File: src/rtl/tpgt_pkg.sv
// shared types, constants and helpers of the triac phase gate timer
`timescale 1ns / 1ps
`default_nettype none
package tpgt_pkg;

	localparam int unsigned TIME_W   = 16;
	localparam int unsigned SUM_W    = 20;
	localparam int unsigned CNT_W    = 8;
	localparam int unsigned FRAC_W   = 8;
	localparam int unsigned PHASE_W  = 3;
	localparam int unsigned CFG_IDX_W  = 3;
	localparam int unsigned CFG_DATA_W = 16;

	localparam int unsigned PERIOD_COUNT_DEF = 16;

	localparam logic [CNT_W-1:0]  SETTLE_RST      = 8'd30;
	localparam logic [TIME_W-1:0] PULSE_WIDTH_RST = 16'd1000;
	localparam logic [TIME_W-1:0] PRE_ZERO_RST    = 16'd500;
	localparam logic [TIME_W-1:0] SAFE_DELAY_RST  = 16'd100;
	localparam logic [FRAC_W-1:0] FRACTION_RST    = 8'd218;
	localparam logic [TIME_W-1:0] GATE_DELAY_RST  = 16'd1000;

	typedef enum logic [CFG_IDX_W-1:0] {
		CFG_SETTLE_EVENTS  = 3'd0,
		CFG_PULSE_WIDTH    = 3'd1,
		CFG_PRE_ZERO       = 3'd2,
		CFG_SAFE_DELAY     = 3'd3,
		CFG_FRACTION       = 3'd4
	} cfg_idx_t;

	typedef enum logic [4:0] {
		SYNC_SETTLE  = 5'b00001,
		SYNC_FIRST   = 5'b00010,
		SYNC_MEASURE = 5'b00100,
		SYNC_ARM     = 5'b01000,
		SYNC_RUN     = 5'b10000
	} sync_stage_t;

	typedef enum logic [4:0] {
		G_FIRST_ON   = 5'b00001,
		G_FIRST_OFF  = 5'b00010,
		G_SECOND_ON  = 5'b00100,
		G_SECOND_OFF = 5'b01000,
		G_SAFE       = 5'b10000
	} gate_stage_t;

	localparam logic [PHASE_W-1:0] PHASE_SETTLE  = 3'd0;
	localparam logic [PHASE_W-1:0] PHASE_FIRST   = 3'd1;
	localparam logic [PHASE_W-1:0] PHASE_MEASURE = 3'd2;
	localparam logic [PHASE_W-1:0] PHASE_ARM     = 3'd3;
	localparam logic [PHASE_W-1:0] PHASE_RUN     = 3'd4;

	typedef struct packed {
		logic [CNT_W-1:0]  settle_events;
		logic [TIME_W-1:0] gate_pulse_width;
		logic [TIME_W-1:0] pre_zero_offset;
		logic [TIME_W-1:0] safe_release_delay;
		logic [FRAC_W-1:0] usable_fraction;
	} cfg_t;

	typedef struct packed {
		logic              zero_cross_event;
		logic              compare_event;
		logic [TIME_W-1:0] capture_time;
	} item_t;

	typedef struct packed {
		logic               pin_level;
		logic               pin_written;
		logic [TIME_W-1:0]  compare_time;
		logic               compare_written;
		logic               gate_pulse_started;
		logic [TIME_W-1:0]  measured_half_period;
		logic [PHASE_W-1:0] sync_phase;
	} result_t;

	function automatic logic [PHASE_W-1:0] phase_code(input sync_stage_t st);
		logic [PHASE_W-1:0] code;
		code = PHASE_SETTLE;
		unique case (st)
			SYNC_SETTLE:  code = PHASE_SETTLE;
			SYNC_FIRST:   code = PHASE_FIRST;
			SYNC_MEASURE: code = PHASE_MEASURE;
			SYNC_ARM:     code = PHASE_ARM;
			SYNC_RUN:     code = PHASE_RUN;
			default:      code = PHASE_SETTLE;
		endcase
		return code;
	endfunction

endpackage
`default_nettype wire

File: src/rtl/triac_phase_gate_timer.sv
// top level of the triac phase gate timer: input register, engine, result register
`timescale 1ns / 1ps
`default_nettype none
// Phase-angle gate timer for a triac, synchronised to the line zero crossing.
// Each input beat is one timer event (zero-cross capture, compare match or
// both) and yields exactly one result beat. The block takes one event per
// clock while out_stall is low; a beat goes through an input register,
// the update logic and a result register, which presents its result.
// The input register lets a new event in while a finished result waits
// at the output. The gate delay (half period times usable_fraction / 256)
// comes from a multiplier on the registered half period: the event right
// after the measurement reads the product directly and the delay register
// takes it in the cycle after the measurement. Configuration registers
// are written through cfg_we / cfg_index / cfg_data and should only change
// while no event is in flight.
module triac_phase_gate_timer #(
	parameter int unsigned PERIOD_COUNT = tpgt_pkg::PERIOD_COUNT_DEF
) (
	input  wire logic                              clk,
	input  wire logic                              arst_n,
	input  wire logic                              cfg_we,
	input  wire logic [tpgt_pkg::CFG_IDX_W-1:0]    cfg_index,
	input  wire logic [tpgt_pkg::CFG_DATA_W-1:0]   cfg_data,
	input  wire logic                              in_valid,
	output logic                                   in_stall,
	input  wire logic                              zero_cross_event,
	input  wire logic                              compare_event,
	input  wire logic [tpgt_pkg::TIME_W-1:0]       capture_time,
	output logic                                   out_valid,
	input  wire logic                              out_stall,
	output logic                                   pin_level,
	output logic                                   pin_written,
	output logic [tpgt_pkg::TIME_W-1:0]            compare_time,
	output logic                                   compare_written,
	output logic                                   gate_pulse_started,
	output logic [tpgt_pkg::TIME_W-1:0]            measured_half_period,
	output logic [tpgt_pkg::PHASE_W-1:0]           sync_phase
);
	import tpgt_pkg::*;

	cfg_t    cfg;
	item_t   item_s1;
	logic    valid_s1;
	result_t res;
	result_t res_q;
	logic    out_valid_q;
	logic    advance;
	logic    step;
	logic    in_take;

	tpgt_cfg u_cfg (
		.clk       (clk),
		.arst_n    (arst_n),
		.cfg_we    (cfg_we),
		.cfg_index (cfg_index),
		.cfg_data  (cfg_data),
		.cfg       (cfg)
	);

	// result register is free or being drained this cycle
	assign advance  = !out_valid_q || !out_stall;
	assign step     = valid_s1 && advance;
	assign in_stall = valid_s1 && !advance;
	assign in_take  = in_valid && !in_stall;

	always_ff @(posedge clk or negedge arst_n) begin
		if (!arst_n) begin
			valid_s1    <= 1'b0;
			out_valid_q <= 1'b0;
		end else begin
			if (in_take) begin
				valid_s1 <= 1'b1;
			end else if (advance) begin
				valid_s1 <= 1'b0;
			end
			if (advance) begin
				out_valid_q <= valid_s1;
			end
		end
	end

	always_ff @(posedge clk) begin
		if (in_take) begin
			item_s1.zero_cross_event <= zero_cross_event;
			item_s1.compare_event    <= compare_event;
			item_s1.capture_time     <= capture_time;
		end
		if (step) begin
			res_q <= res;
		end
	end

	tpgt_engine #(
		.PERIOD_COUNT (PERIOD_COUNT)
	) u_engine (
		.clk    (clk),
		.arst_n (arst_n),
		.step   (step),
		.item   (item_s1),
		.cfg    (cfg),
		.res    (res)
	);

	assign out_valid            = out_valid_q;
	assign pin_level            = res_q.pin_level;
	assign pin_written          = res_q.pin_written;
	assign compare_time         = res_q.compare_time;
	assign compare_written      = res_q.compare_written;
	assign gate_pulse_started   = res_q.gate_pulse_started;
	assign measured_half_period = res_q.measured_half_period;
	assign sync_phase           = res_q.sync_phase;

`ifndef SYNTHESIS
	a_stall_needs_beat: assert property (@(posedge clk) disable iff (!arst_n)
		in_stall |-> (valid_s1 && out_valid_q && out_stall))
		else $error("input stalled without a held beat");

	a_step_fills_out: assert property (@(posedge clk) disable iff (!arst_n)
		step |=> out_valid)
		else $error("engine step did not produce a result beat");

	a_fire_has_compare: assert property (@(posedge clk) disable iff (!arst_n)
		(out_valid && pin_written && !pin_level) |-> (compare_written && gate_pulse_started))
		else $error("gate firing without compare reload");

	a_fire_when_armed: assert property (@(posedge clk) disable iff (!arst_n)
		(out_valid && gate_pulse_started) |-> (sync_phase == PHASE_ARM || sync_phase == PHASE_RUN))
		else $error("gate pulse before arming");
`endif

endmodule
`default_nettype wire

File: src/rtl/tpgt_cfg.sv
// configuration register file of the triac phase gate timer
`timescale 1ns / 1ps
`default_nettype none
module tpgt_cfg (
	input  wire logic                              clk,
	input  wire logic                              arst_n,
	input  wire logic                              cfg_we,
	input  wire logic [tpgt_pkg::CFG_IDX_W-1:0]    cfg_index,
	input  wire logic [tpgt_pkg::CFG_DATA_W-1:0]   cfg_data,
	output tpgt_pkg::cfg_t                         cfg
);
	import tpgt_pkg::*;

	cfg_t cfg_q;

	always_ff @(posedge clk or negedge arst_n) begin
		if (!arst_n) begin
			cfg_q.settle_events      <= SETTLE_RST;
			cfg_q.gate_pulse_width   <= PULSE_WIDTH_RST;
			cfg_q.pre_zero_offset    <= PRE_ZERO_RST;
			cfg_q.safe_release_delay <= SAFE_DELAY_RST;
			cfg_q.usable_fraction    <= FRACTION_RST;
		end else if (cfg_we) begin
			// indexes past the list are dropped
			unique case (cfg_idx_t'(cfg_index))
				CFG_SETTLE_EVENTS: cfg_q.settle_events      <= cfg_data[CNT_W-1:0];
				CFG_PULSE_WIDTH:   cfg_q.gate_pulse_width   <= cfg_data[TIME_W-1:0];
				CFG_PRE_ZERO:      cfg_q.pre_zero_offset    <= cfg_data[TIME_W-1:0];
				CFG_SAFE_DELAY:    cfg_q.safe_release_delay <= cfg_data[TIME_W-1:0];
				CFG_FRACTION:      cfg_q.usable_fraction    <= cfg_data[FRAC_W-1:0];
				default: ;
			endcase
		end
	end

	assign cfg = cfg_q;

endmodule
`default_nettype wire

File: src/rtl/tpgt_engine.sv
// sync and gate scheduling state with the per-event update logic
`timescale 1ns / 1ps
`default_nettype none
module tpgt_engine #(
	parameter int unsigned PERIOD_COUNT = tpgt_pkg::PERIOD_COUNT_DEF
) (
	input  wire logic              clk,
	input  wire logic              arst_n,
	input  wire logic              step,
	input  wire tpgt_pkg::item_t   item,
	input  wire tpgt_pkg::cfg_t    cfg,
	output tpgt_pkg::result_t      res
);
	import tpgt_pkg::*;

	// half period = sum / (2 * count), done as multiply by a rounded-up reciprocal
	localparam int unsigned DIVISOR = 2 * PERIOD_COUNT;
	localparam int unsigned SHIFT   = SUM_W + $clog2(DIVISOR);
	localparam int unsigned RECIP_W = SUM_W + 1;
	localparam int unsigned PROD_W  = SUM_W + RECIP_W;
	localparam longint unsigned RECIP = ((64'd1 << SHIFT) + DIVISOR - 1) / DIVISOR;

	sync_stage_t       sync_q, sync_n;
	gate_stage_t       gate_q, gate_n;
	logic [CNT_W-1:0]  cnt_q, cnt_n, cnt_inc;
	logic [TIME_W-1:0] last_q, last_n;
	logic [SUM_W-1:0]  sum_q, sum_n;
	logic [TIME_W-1:0] half_q, half_n;
	logic [TIME_W-1:0] gd_q;
	logic [TIME_W-1:0] gd_cur;
	logic [TIME_W-1:0] interval;
	logic [TIME_W-1:0] sched_q, sched_n;
	logic              pin_q, pin_n;
	logic              gd_pend_q, gd_pend_n;
	logic              pin_w, cmp_w, started;

	logic [PROD_W-1:0]        div_prod;
	logic [PROD_W-1:0]        div_quo;
	logic [TIME_W+FRAC_W-1:0] gd_prod;

	assign cnt_inc  = cnt_q + 1'b1;
	// capture interval wraps at the timer width
	assign interval = item.capture_time - last_q;

	always_comb begin
		sync_n    = sync_q;
		gate_n    = gate_q;
		cnt_n     = cnt_q;
		last_n    = last_q;
		sum_n     = sum_q;
		half_n    = half_q;
		sched_n   = sched_q;
		pin_n     = pin_q;
		gd_pend_n = 1'b0;
		pin_w     = 1'b0;
		cmp_w     = 1'b0;
		started   = 1'b0;
		div_prod  = '0;
		div_quo   = '0;

		if (item.zero_cross_event) begin
			unique case (sync_q)
				SYNC_SETTLE: begin
					if (cnt_inc == cfg.settle_events) begin
						cnt_n  = '0;
						sync_n = SYNC_FIRST;
					end else begin
						cnt_n = cnt_inc;
					end
				end
				SYNC_FIRST: begin
					last_n = item.capture_time;
					cnt_n  = '0;
					sum_n  = '0;
					sync_n = SYNC_MEASURE;
				end
				SYNC_MEASURE: begin
					sum_n  = sum_q + SUM_W'(interval);
					last_n = item.capture_time;
					cnt_n  = cnt_inc;
					if (cnt_inc == CNT_W'(PERIOD_COUNT)) begin
						div_prod  = PROD_W'(sum_n) * PROD_W'(RECIP_W'(RECIP));
						div_quo   = div_prod >> SHIFT;
						half_n    = div_quo[TIME_W-1:0];
						gd_pend_n = 1'b1;
						sync_n    = SYNC_ARM;
					end
				end
				SYNC_ARM: begin
					last_n  = item.capture_time;
					sched_n = item.capture_time + half_q - cfg.pre_zero_offset;
					cmp_w   = 1'b1;
					gate_n  = G_SAFE;
					sync_n  = SYNC_RUN;
				end
				SYNC_RUN: begin
					last_n  = item.capture_time;
					sched_n = item.capture_time + gd_cur;
					cmp_w   = 1'b1;
					gate_n  = G_FIRST_ON;
				end
				default: ;
			endcase
		end

		if (item.compare_event && (sync_n == SYNC_ARM || sync_n == SYNC_RUN)) begin
			unique case (gate_n)
				G_FIRST_ON, G_SECOND_ON: begin
					pin_n   = 1'b0;
					pin_w   = 1'b1;
					started = 1'b1;
					sched_n = sched_n + cfg.gate_pulse_width;
					cmp_w   = 1'b1;
					gate_n  = (gate_n == G_FIRST_ON) ? G_FIRST_OFF : G_SECOND_OFF;
				end
				G_FIRST_OFF: begin
					pin_n   = 1'b1;
					pin_w   = 1'b1;
					sched_n = last_n + half_n + gd_cur;
					cmp_w   = 1'b1;
					gate_n  = G_SECOND_ON;
				end
				G_SECOND_OFF: begin
					pin_n  = 1'b1;
					pin_w  = 1'b1;
					gate_n = G_FIRST_ON;
				end
				G_SAFE: begin
					pin_n   = 1'b1;
					pin_w   = 1'b1;
					sched_n = sched_n + cfg.safe_release_delay;
					cmp_w   = 1'b1;
					gate_n  = G_FIRST_OFF;
				end
				default: ;
			endcase
		end
	end

	// gate delay register is loaded in the cycle after the half period; the event right
	// after the measurement reads the product directly
	assign gd_prod = {{FRAC_W{1'b0}}, half_q} * {{TIME_W{1'b0}}, cfg.usable_fraction};
	assign gd_cur  = gd_pend_q ? gd_prod[FRAC_W +: TIME_W] : gd_q;

	always_ff @(posedge clk or negedge arst_n) begin
		if (!arst_n) begin
			sync_q    <= SYNC_SETTLE;
			gate_q    <= G_SAFE;
			cnt_q     <= '0;
			last_q    <= '0;
			sum_q     <= '0;
			half_q    <= '0;
			gd_q      <= GATE_DELAY_RST;
			sched_q   <= '0;
			pin_q     <= 1'b0;
			gd_pend_q <= 1'b0;
		end else begin
			gd_pend_q <= step & gd_pend_n;
			if (gd_pend_q) begin
				gd_q <= gd_prod[FRAC_W +: TIME_W];
			end
			if (step) begin
				sync_q  <= sync_n;
				gate_q  <= gate_n;
				cnt_q   <= cnt_n;
				last_q  <= last_n;
				sum_q   <= sum_n;
				half_q  <= half_n;
				sched_q <= sched_n;
				pin_q   <= pin_n;
			end
		end
	end

	always_comb begin
		res.pin_level            = pin_n;
		res.pin_written          = pin_w;
		res.compare_time         = cmp_w ? sched_n : '0;
		res.compare_written      = cmp_w;
		res.gate_pulse_started   = started;
		res.measured_half_period = half_n;
		res.sync_phase           = phase_code(sync_n);
	end

endmodule
`default_nettype wire

File: config.mk
export PLATFORM = sky130hd
export DESIGN_NAME = triac_phase_gate_timer
export DESIGN_NICKNAME = d
export VERILOG_FILES = /design/src/rtl/tpgt_pkg.sv /design/src/rtl/triac_phase_gate_timer.sv /design/src/rtl/tpgt_cfg.sv /design/src/rtl/tpgt_engine.sv
export SDC_FILE = /design/constraint.sdc
export NUM_CORES = 1
export LEC_CHECK = 0
export BUFFER_PORTS_ARGS = -buffer_cell sky130_fd_sc_hd__buf_2
export CORE_MARGIN = 3
export CORE_UTILIZATION = 65
export CTS_BUF_LIST = sky130_fd_sc_hd__clkbuf_4
export CTS_CLUSTER_SIZE = 14
export DETAILED_ROUTE_END_ITERATION = 7
export PLACE_DENSITY_LB_ADDON = 0.12
export RECOVER_POWER = 25
export SYNTH_ARGS = -nofsm -noshare
export SYNTH_HDL_FRONTEND = slang
export SYNTH_SLANG_ARGS = --single-unit
File: constraint.sdc
create_clock -name clk -period 9.5 [get_ports clk]
set_input_delay 1.425 -clock clk [delete_from_list [all_inputs] [get_ports clk]]
set_output_delay 1.425 -clock clk [all_outputs]
set_load 0.01 [all_outputs]
==> out/summary.txt, run 1 <==
final std cells w/o fill: 2445
Hold-fix buffers, CTS: 0
DIE AREA: 30500 sq um
Area growth, synth to finish: 8.88%
clock skew: 0.0618 ns
mean post-synth cell area: 9.64 sq um
core box area: 27900 sq um
most frequent cells in the layout: inv_1, nand2_1, o21ai_0
# clock sinks: 227
H-tree levels: 3
Ports: 83
Adder-Cell Fraction of Synth Area: 22.0%
Worst-path clk slew: 0.07 ns
RSZ-0062 raised after global routing: no
worst path required time: 10.04 ns
largest net degree at the start of global routing: 75
Cell variety after synth: 76
crit path max fanout: 17
power per cell area: 206 nW/um^2
Worst Hold Class: reg2reg
power share of the combinational group: 43.3%
gpl congestion: 0.932
VDD IR-drop max: 119 uV
max incr delay on CP: 0.59 ns
Synth async-reset ratio: 74.9%
largest family of logic cells by synthesized area: adder cells
ratio of cells with drive above 1 in the final layout: 17.0%
Synth area leader: dfrtp_1
most common cell after layout, fill and taps aside: inv_1
wire length per cell: 19.1 um
multiplexer share of the synthesized area: 6.50%
hold slack: 0.481 ns
FF-to-FF setup slack: 0.75 ns
Slew headroom: -140%
First-pass DRT Iterations: 6
XOR/XNOR Fraction of Synth Area: 5.20%
status: finished with violations
Final HPWL DP: 35700 um
DRC viols: 0
highest clock rate: 0.114 GHz
Post-CTS Resized: 0
register share of total power: 31.9%
final net count: 2308
compound-gate portion of the synthesized area: 14.1%
placed cells: 2322
Clk Latency, worst-skew pair: 0.71 ns
post-route design area: 20100 sq um
number of max-cap violations: 3
mapped cell area: 18500 sq um
Pins Over Slew Limit: 167
Psw: 0.00164 W
min Tclk post-route: 8.75 ns
Post-CTS Setup Bufs: 0
post-route ant nets: 0
final hold vios: 0
top_reg_cell synth: dfrtp_1
Root Buffer: clkbuf_4
yosys warns: 0
Post-synth EDFFs: 57
Longest Clk Path Bufs: 3
setup TNS: 0 ns
register area share after synthesis: 32.5%
synth top area cells: dfrtp_1, fa_1, edfxtp_1
Pint: 0.00251 W
gr ovfl total: 0
routed vias/inst: 5.99
Total Routing Usage GR: 31.0%
Clock Power Share: 24.9%
die height: 175 um
worst endpoint data arrival time: 9.29 ns
syn nets: 2215
slew of the pin with the lowest slew margin: 3.59 ns
Post-Synthesis Cells: 1919
violated checks: capacitance limit, slew limit
placed cell areas: 19200 sq um
cell mode on critical path: a21oi_1
post-synthesis register bit count: 227
final worst-path cycle share: 92.1%
Setup Crit Path Kind: reg2reg
vias: 14600
first-pass GRT wire length: 75700 um
die outline width: 175 um
initial antenna violation count: 5
area share of the largest cell type after synthesis: 18.7%
Leak: 9.52 nW
crit path launch type: register
Detailed Route WL: 46800 um
Switching Share: 39.5%
Initial DRC Count: 1161
# rows: 61
Initial Utilization: 66.2%
crit path max-delay cell type: dfrtp_1
# port buffers: 82
CTS tree: yes
post-synthesis simple-gate area fraction: 14.1%
Final Setup Violations: 0
number of global-route vias before repair: 14800
critical path capture point type: register
Num CTS Buffers: 66
## routing by layer
layer / part of all wire [%] / vias up / global-route usage, %
met3: 6.9 / 115 / 5.02
met5: 0.041 / - / 0
met4: 3.4 / 2 / 12.1
met1: 43 / 7160 / 42.2
met2: 47 / 551 / 50.4
li1: - / 6808 / -
## kinds of logic (layout without fill, tap and decap cells)
logic type / count (synthesis) / count (layout)
other cells: 0 / 1
buf+inv: 274 / 421
flops: 227 / 227
fa+ha+maj: 254 / 254
xor+xnor: 109 / 109
mux: 108 / 108
compound gates: 415 / 415
simple gates: 532 / 532
## cell type report
class | instances | area, sq um
Antenna cell | 1 | 2.50
Clock buffer | 105 | 788
Clock inverter | 17 | 159
Fill cell | 2149 | 7800
Inverter | 202 | 759
Multi-Input combinational cell | 1418 | 11400
Sequential cell | 227 | 6010
Tap cell | 378 | 473
Timing Repair Buffer | 97 | 504
## final timing paths
kind                                       endpoint           startpoint  cells past startpoint
worst max-delay path               compare_time[15]         u_cfg.cfg[2]                     32
worst min-delay path            u_engine.sched_q[1]  u_engine.sched_q[1]                      2
worst max register to register     compare_time[15]         u_cfg.cfg[2]                     32
worst min register to register  u_engine.sched_q[1]  u_engine.sched_q[1]                      2
max in group asynchronous              u_cfg.cfg[5]               arst_n                      3
min in group asynchronous         u_engine.gd_q[14]               arst_n                      1
## power groups by stage
stage | combinational, W | clock [W] | sequential, W
2_1_floorplan | 0.00138 | 0 | 0.00127
3_3_place_gp | 0.00170 | 0 | 0.00133
3_5_place_dp | 0.00176 | 0 | 0.00133
5_1_grt | 0.00200 | 0.00111 | 0.00134
4_1_cts | 0.00177 | 0.00105 | 0.00132
6_report | 0.00180 | 0.00103 | 0.00132
## critical path, delay by kind of cell, from the launching register on
kind / cells / cell delay (ns)
fa+ha+maj: 7 / 3.06
xor+xnor: 3 / 0.45
simple gates: 5 / 1.02
mux: 1 / 0.33
compound gates: 14 / 3.02
buf+inv: 2 / 0.11
flops: 1 / 0.59
## through the flow
stage | power, W | setup slack [ns] | utilization, %
final | 0.00415 | 0.748 | 72.1
after global routing | 0.00445 | 0.291 | 72.1
after CTS | 0.00414 | 0.811 | 72.2
after detailed placement | 0.00309 | 0.887 | 68.8
after global placement | 0.00303 | 1.08 | 68.8
after floorplan | 0.00265 | 1.46 | -
## synthesized netlist by cell type, drive strengths merged, types with 11 or more instances
| library cell | n |
|---|---|
| inv | 202 |
| nand2 | 194 |
| o21ai | 150 |
| dfrtp | 138 |
| ha | 136 |
| fa | 118 |
| and2 | 106 |
| mux2 | 97 |
| nor2 | 96 |
| a21oi | 75 |
| xnor2 | 64 |
| clkbuf | 62 |
| edfxtp | 57 |
| xor2 | 45 |
| dfstp | 32 |
| nor3 | 28 |
| nand3 | 26 |
| a21o | 24 |
| o22ai | 21 |
| a22oi | 18 |
| o21bai | 17 |
| a31oi | 16 |
| nor2b | 16 |
| o31ai | 15 |
| mux2i | 11 |
| nand2b | 11 |
| o21a | 11 |
| or3 | 11 |
## sequential cells by signal, indices dropped and copies added, names as in the netlist
register,count
u_engine.last_q,16
u_engine.gate_q,5
pin_level,1
u_engine.sched_q,16
compare_written,1
u_engine.half_q,16
u_cfg.cfg,64
pin_written,1
item_s1,18
out_valid,1
measured_half_period,16
u_engine.sync_q,5
u_engine.cnt_q,8
u_engine.gd_pend_q,1
u_engine.gd_q,16
u_engine.pin_q,1
compare_time,16
u_engine.sum_q,20
gate_pulse_started,1
sync_phase,3
valid_s1,1
(Power assumes the default switching activity.)
==> inputs of run 2 (changes only) <==
--- a/config.mk
+++ b/config.mk
@@ -7,7 +7,7 @@
 export LEC_CHECK = 0
 export BUFFER_PORTS_ARGS = -buffer_cell sky130_fd_sc_hd__buf_2
 export CORE_MARGIN = 3
-export CORE_UTILIZATION = 65
+export CORE_UTILIZATION = 56
 export CTS_BUF_LIST = sky130_fd_sc_hd__clkbuf_4
 export CTS_CLUSTER_SIZE = 14
 export DETAILED_ROUTE_END_ITERATION = 7
==> out/summary.txt, run 2 (same netlist as run 1, synthesis figures left out) <==
Num CTS Buffers: 57
Area growth, synth to finish: 8.23%
VDD IR-drop max: 115 uV
Post-CTS Resized: 0
Top delay family on crit path: adder cells
placed cell areas: 19300 sq um
post-route design area: 20000 sq um
vias: 14400
Final Setup Violations: 0
hold slack: 0.485 ns
Final HPWL DP: 36800 um
DIE AREA: 35200 sq um
status: finished with violations
gr ovfl total: 0
placed cells: 2383
number of max-cap violations: 3
gpl congestion: 0.919
worst endpoint data arrival time: 9.31 ns
CTS tree: yes
Clk Latency, worst-skew pair: 0.72 ns
largest net degree at the start of global routing: 62
Setup Crit Path Kind: reg2reg
max reg flops: 64
Worst-path clk slew: 0.07 ns
number of global-route vias before repair: 14500
Hold-fix buffers, CTS: 0
reg-to-reg startpoint: u_engine.half_q[9]
final hold vios: 0
CP bufs+invs: 3
Worst Hold Class: reg2reg
highest clock rate: 0.114 GHz
final net count: 2303
Longest Clk Path Bufs: 3
Slew headroom: -118%
Initial DRC Count: 1059
Root Buffer: clkbuf_4
final std cells w/o fill: 2492
core box area: 32000 sq um
setup TNS: 0 ns
Post-CTS Setup Bufs: 0
most common cell after layout, fill and taps aside: inv_1
Initial Utilization: 57.7%
Pins Over Slew Limit: 175
critical path capture point type: register
cell mode on critical path: a21oi_1
Ports: 83
Total Routing Usage GR: 27.2%
crit path max fanout: 11
power per cell area: 197 nW/um^2
die outline width: 188 um
initial antenna violation count: 1
crit path from: u_engine.half_q[9]
ratio of cells with drive above 1 in the final layout: 16.0%
# port buffers: 82
DRC viols: 0
most frequent cells in the layout: inv_1, nand2_1, o21ai_0
Leak: 9.42 nW
H-tree levels: 2
# rows: 65
violated checks: capacitance limit, slew limit
crit path max-delay cell type: dfrtp_1
first-pass GRT wire length: 76900 um
routed vias/inst: 5.77
min Tclk post-route: 8.74 ns
RSZ-0062 raised after global routing: no
max incr delay on CP: 0.70 ns
worst path required time: 10.08 ns
slew of the pin with the lowest slew margin: 3.27 ns
# clock sinks: 227
die height: 188 um
clock skew: 0.0592 ns
wire length per cell: 19.1 um
crit path launch type: register
final worst-path cycle share: 92.0%
post-route ant nets: 0
Detailed Route WL: 47500 um
First-pass DRT Iterations: 6
hold_sp: u_engine.sched_q[5]
DP Worst Slack: 0.862 ns
Final WS setup: 0.762 ns
==> run 2: layer usage <==
metal	track usage, %	part of all wire (%)
met5	0	0
met4	8.37	2.6
met3	3.68	5.8
met2	44.8	47
met1	37.8	45
==> run 2: metrics by stage <==
step	utilization (%)	total power, W
2_1_floorplan	-	0.00265
3_3_place_gp	60.3	0.00305
3_5_place_dp	60.3	0.00310
4_1_cts	62.6	0.00394
5_1_grt	62.5	0.00425
6_report	62.5	0.00394
==> run 2: worst min-delay path, cell delays in order, from the launching register on <==
cell     delay [ns]
dfrtp_1        0.34
nand2_1        0.05
o21ai_0        0.06
==> run 2: layout make-up <==
type / count / area (sq um)
clock inverter: 30 / 146
antenna: 1 / 2.50
multi-input combinational: 1418 / 11400
tap: 435 / 544
fill: 2809 / 12000
clock buffer: 78 / 586
sequential: 227 / 6010
inverter: 202 / 759
timing repair buffer: 101 / 529
==> run 2: final timing paths <==
path | endpoint | slack, ns | cells past startpoint
min | u_engine.sched_q[5] | 0.48 | 2
max | compare_time[15] | 0.76 | 32
min in group asynchronous | u_cfg.cfg[62] | 1.67 | 1
max reg2reg | compare_time[15] | 0.76 | 32
max in group asynchronous | u_engine.last_q[4] | 3.57 | 2
min reg2reg | u_engine.sched_q[5] | 0.48 | 2
==> run 2: report_power, final <==
group | internal (W) | total (W) | switching [W]
clock | 0.000412 | 0.000824 | 0.000412
sequential | 0.00118 | 0.00132 | 0.000144
combinational | 0.000746 | 0.00179 | 0.00104
total | 0.00234 | 0.00394 | 0.00160
==> inputs of run 3 (changes only) <==
--- a/config.mk
+++ b/config.mk
@@ -7,7 +7,7 @@
 export LEC_CHECK = 0
 export BUFFER_PORTS_ARGS = -buffer_cell sky130_fd_sc_hd__buf_2
 export CORE_MARGIN = 3
-export CORE_UTILIZATION = 56
+export CORE_UTILIZATION = 63
 export CTS_BUF_LIST = sky130_fd_sc_hd__clkbuf_4
 export CTS_CLUSTER_SIZE = 14
 export DETAILED_ROUTE_END_ITERATION = 7
==> out/summary.txt, run 3 (same netlist as run 1, synthesis figures left out) <==
status: finished with violations
violated checks: capacitance limit, slew limit
Final WS setup: 0.700 ns
number of max-cap violations: 2
Switching Share: 40.8%
slew of the pin with the lowest slew margin: 3.42 ns
H-tree levels: 2
Longest Clk Path Bufs: 3
highest clock rate: 0.114 GHz
hold slack: 0.482 ns
Worst-path clk slew: 0.08 ns
DP Worst Slack: 0.921 ns
Initial DRC Count: 1118
final worst-path cycle share: 92.6%
First-pass DRT Iterations: 5
# rows: 62
clock skew: 0.0337 ns
Total Routing Usage GR: 31.1%
gpl congestion: 0.921
Num CTS Buffers: 56
DRC viols: 0
register share of total power: 33.3%
power per cell area: 199 nW/um^2
crit path launch type: register
reg-to-reg startpoint: u_cfg.cfg[2]
Initial Utilization: 64.1%
Setup Crit Path Kind: reg2reg
ratio of cells with drive above 1 in the final layout: 16.5%
Root Buffer: clkbuf_4
Pins Over Slew Limit: 113
Hold-fix buffers, CTS: 0
crit path max-delay cell type: dfrtp_1
final hold vios: 0
Clock Power Share: 21.5%
Leak: 9.46 nW
# port buffers: 82
cell mode on critical path: nor2_1
# clock sinks: 227
final net count: 2303
overall power: 0.00398 W
gr ovfl total: 0
Slew headroom: -128%
worst reg-to-reg path cell count: 37
post-route design area: 20000 sq um
Pint: 0.00236 W
max incr delay on CP: 0.58 ns
worst endpoint data arrival time: 9.23 ns
Detailed Route WL: 47400 um
VDD IR-drop max: 152 uV
first-pass GRT wire length: 77400 um
die height: 177 um
critical path capture point type: register
FILL cells: 2303
crit path from: u_cfg.cfg[2]
DIE AREA: 31400 sq um
min Tclk post-route: 8.80 ns
Psw: 0.00162 W
Final Setup Violations: 0
Clk Latency, worst-skew pair: 0.70 ns
most frequent cells in the layout: inv_1, nand2_1, o21ai_0
Ports: 83
core box area: 28900 sq um
vias: 14500
Post-CTS Setup Bufs: 0
max reg flops: 64
post-route ant nets: 0
CTS tree: yes
Final HPWL DP: 36700 um
worst path required time: 9.93 ns
placed cell areas: 19300 sq um
crit path max fanout: 17
largest net degree at the start of global routing: 64
die outline width: 177 um
Post-CTS Resized: 0
Area growth, synth to finish: 8.10%
Worst Hold Class: reg2reg
wire length per cell: 19.4 um
most common cell after layout, fill and taps aside: inv_1
critical path capture point: compare_time[13]
FF-to-FF setup slack: 0.70 ns
number of global-route vias before repair: 14800
initial antenna violation count: 1
routed vias/inst: 5.96
r2r endpoint: compare_time[13]
RSZ-0062 raised after global routing: no
power share of the combinational group: 45.2%
setup TNS: 0 ns
## run 3: worst min-delay path by stage
stage | start | to | slack, ns | cells past startpoint
floorplan | u_engine.sched_q[2] | u_engine.sched_q[2] | 0.45 | 2
global placement | u_engine.sched_q[2] | u_engine.sched_q[2] | 0.46 | 2
detailed placement | u_engine.sched_q[2] | u_engine.sched_q[2] | 0.46 | 2
CTS | u_engine.sched_q[3] | u_engine.sched_q[3] | 0.48 | 2
global route | u_engine.sched_q[3] | u_engine.sched_q[3] | 0.51 | 2
finish | u_engine.sched_q[6] | u_engine.sched_q[6] | 0.48 | 2
## run 3: power by group through the flow
stage / combinational [W] / clock, W / sequential, W
finish: 0.00180 / 0.000855 / 0.00132
global route: 0.00200 / 0.000918 / 0.00135
CTS: 0.00177 / 0.000873 / 0.00132
detailed placement: 0.00176 / 0 / 0.00134
global placement: 0.00170 / 0 / 0.00133
floorplan: 0.00138 / 0 / 0.00127
## run 3: metrics by stage
step                      cells  utilization [%]
final                      2441             69.3
after global placement     2333             66.7
after global routing       2441             69.3
after floorplan            1919                -
after CTS                  2439             69.3
after detailed placement   2333             66.7
## run 3: worst max-delay path: cells and delay by family (launching register included)
kind | cells | cell delay [ns]
DFF | 1 | 0.58
buffers and inverters | 2 | 0.11
xor gates and xnor gates | 2 | 0.26
adders and majority gates | 7 | 2.79
AOI/OAI and AO/OA | 15 | 3.02
muxes | 1 | 0.32
and+or+nand+nor | 10 | 1.44
## run 3: area by class of cell
class	count	area (sq um)	share of cell area (%)
antenna	2	5.00	0.0250
timing repair buffer	102	547	2.73
inverter	202	759	3.80
sequential	227	6010	30.0
clock buffer	76	571	2.85
multi-input combinational	1418	11400	57.2
tap	384	480	2.40
clock inverter	30	186	0.932
## run 3: layer usage
layer | GRT usage (%) | up-vias | share of wire, %
met3 | 4.47 | 96 | 6.2
met5 | 0 | - | 0
met4 | 10.4 | 0 | 3.0
met1 | 42.9 | 7153 | 43
met2 | 50.9 | 491 | 47
li1 | - | 6803 | -
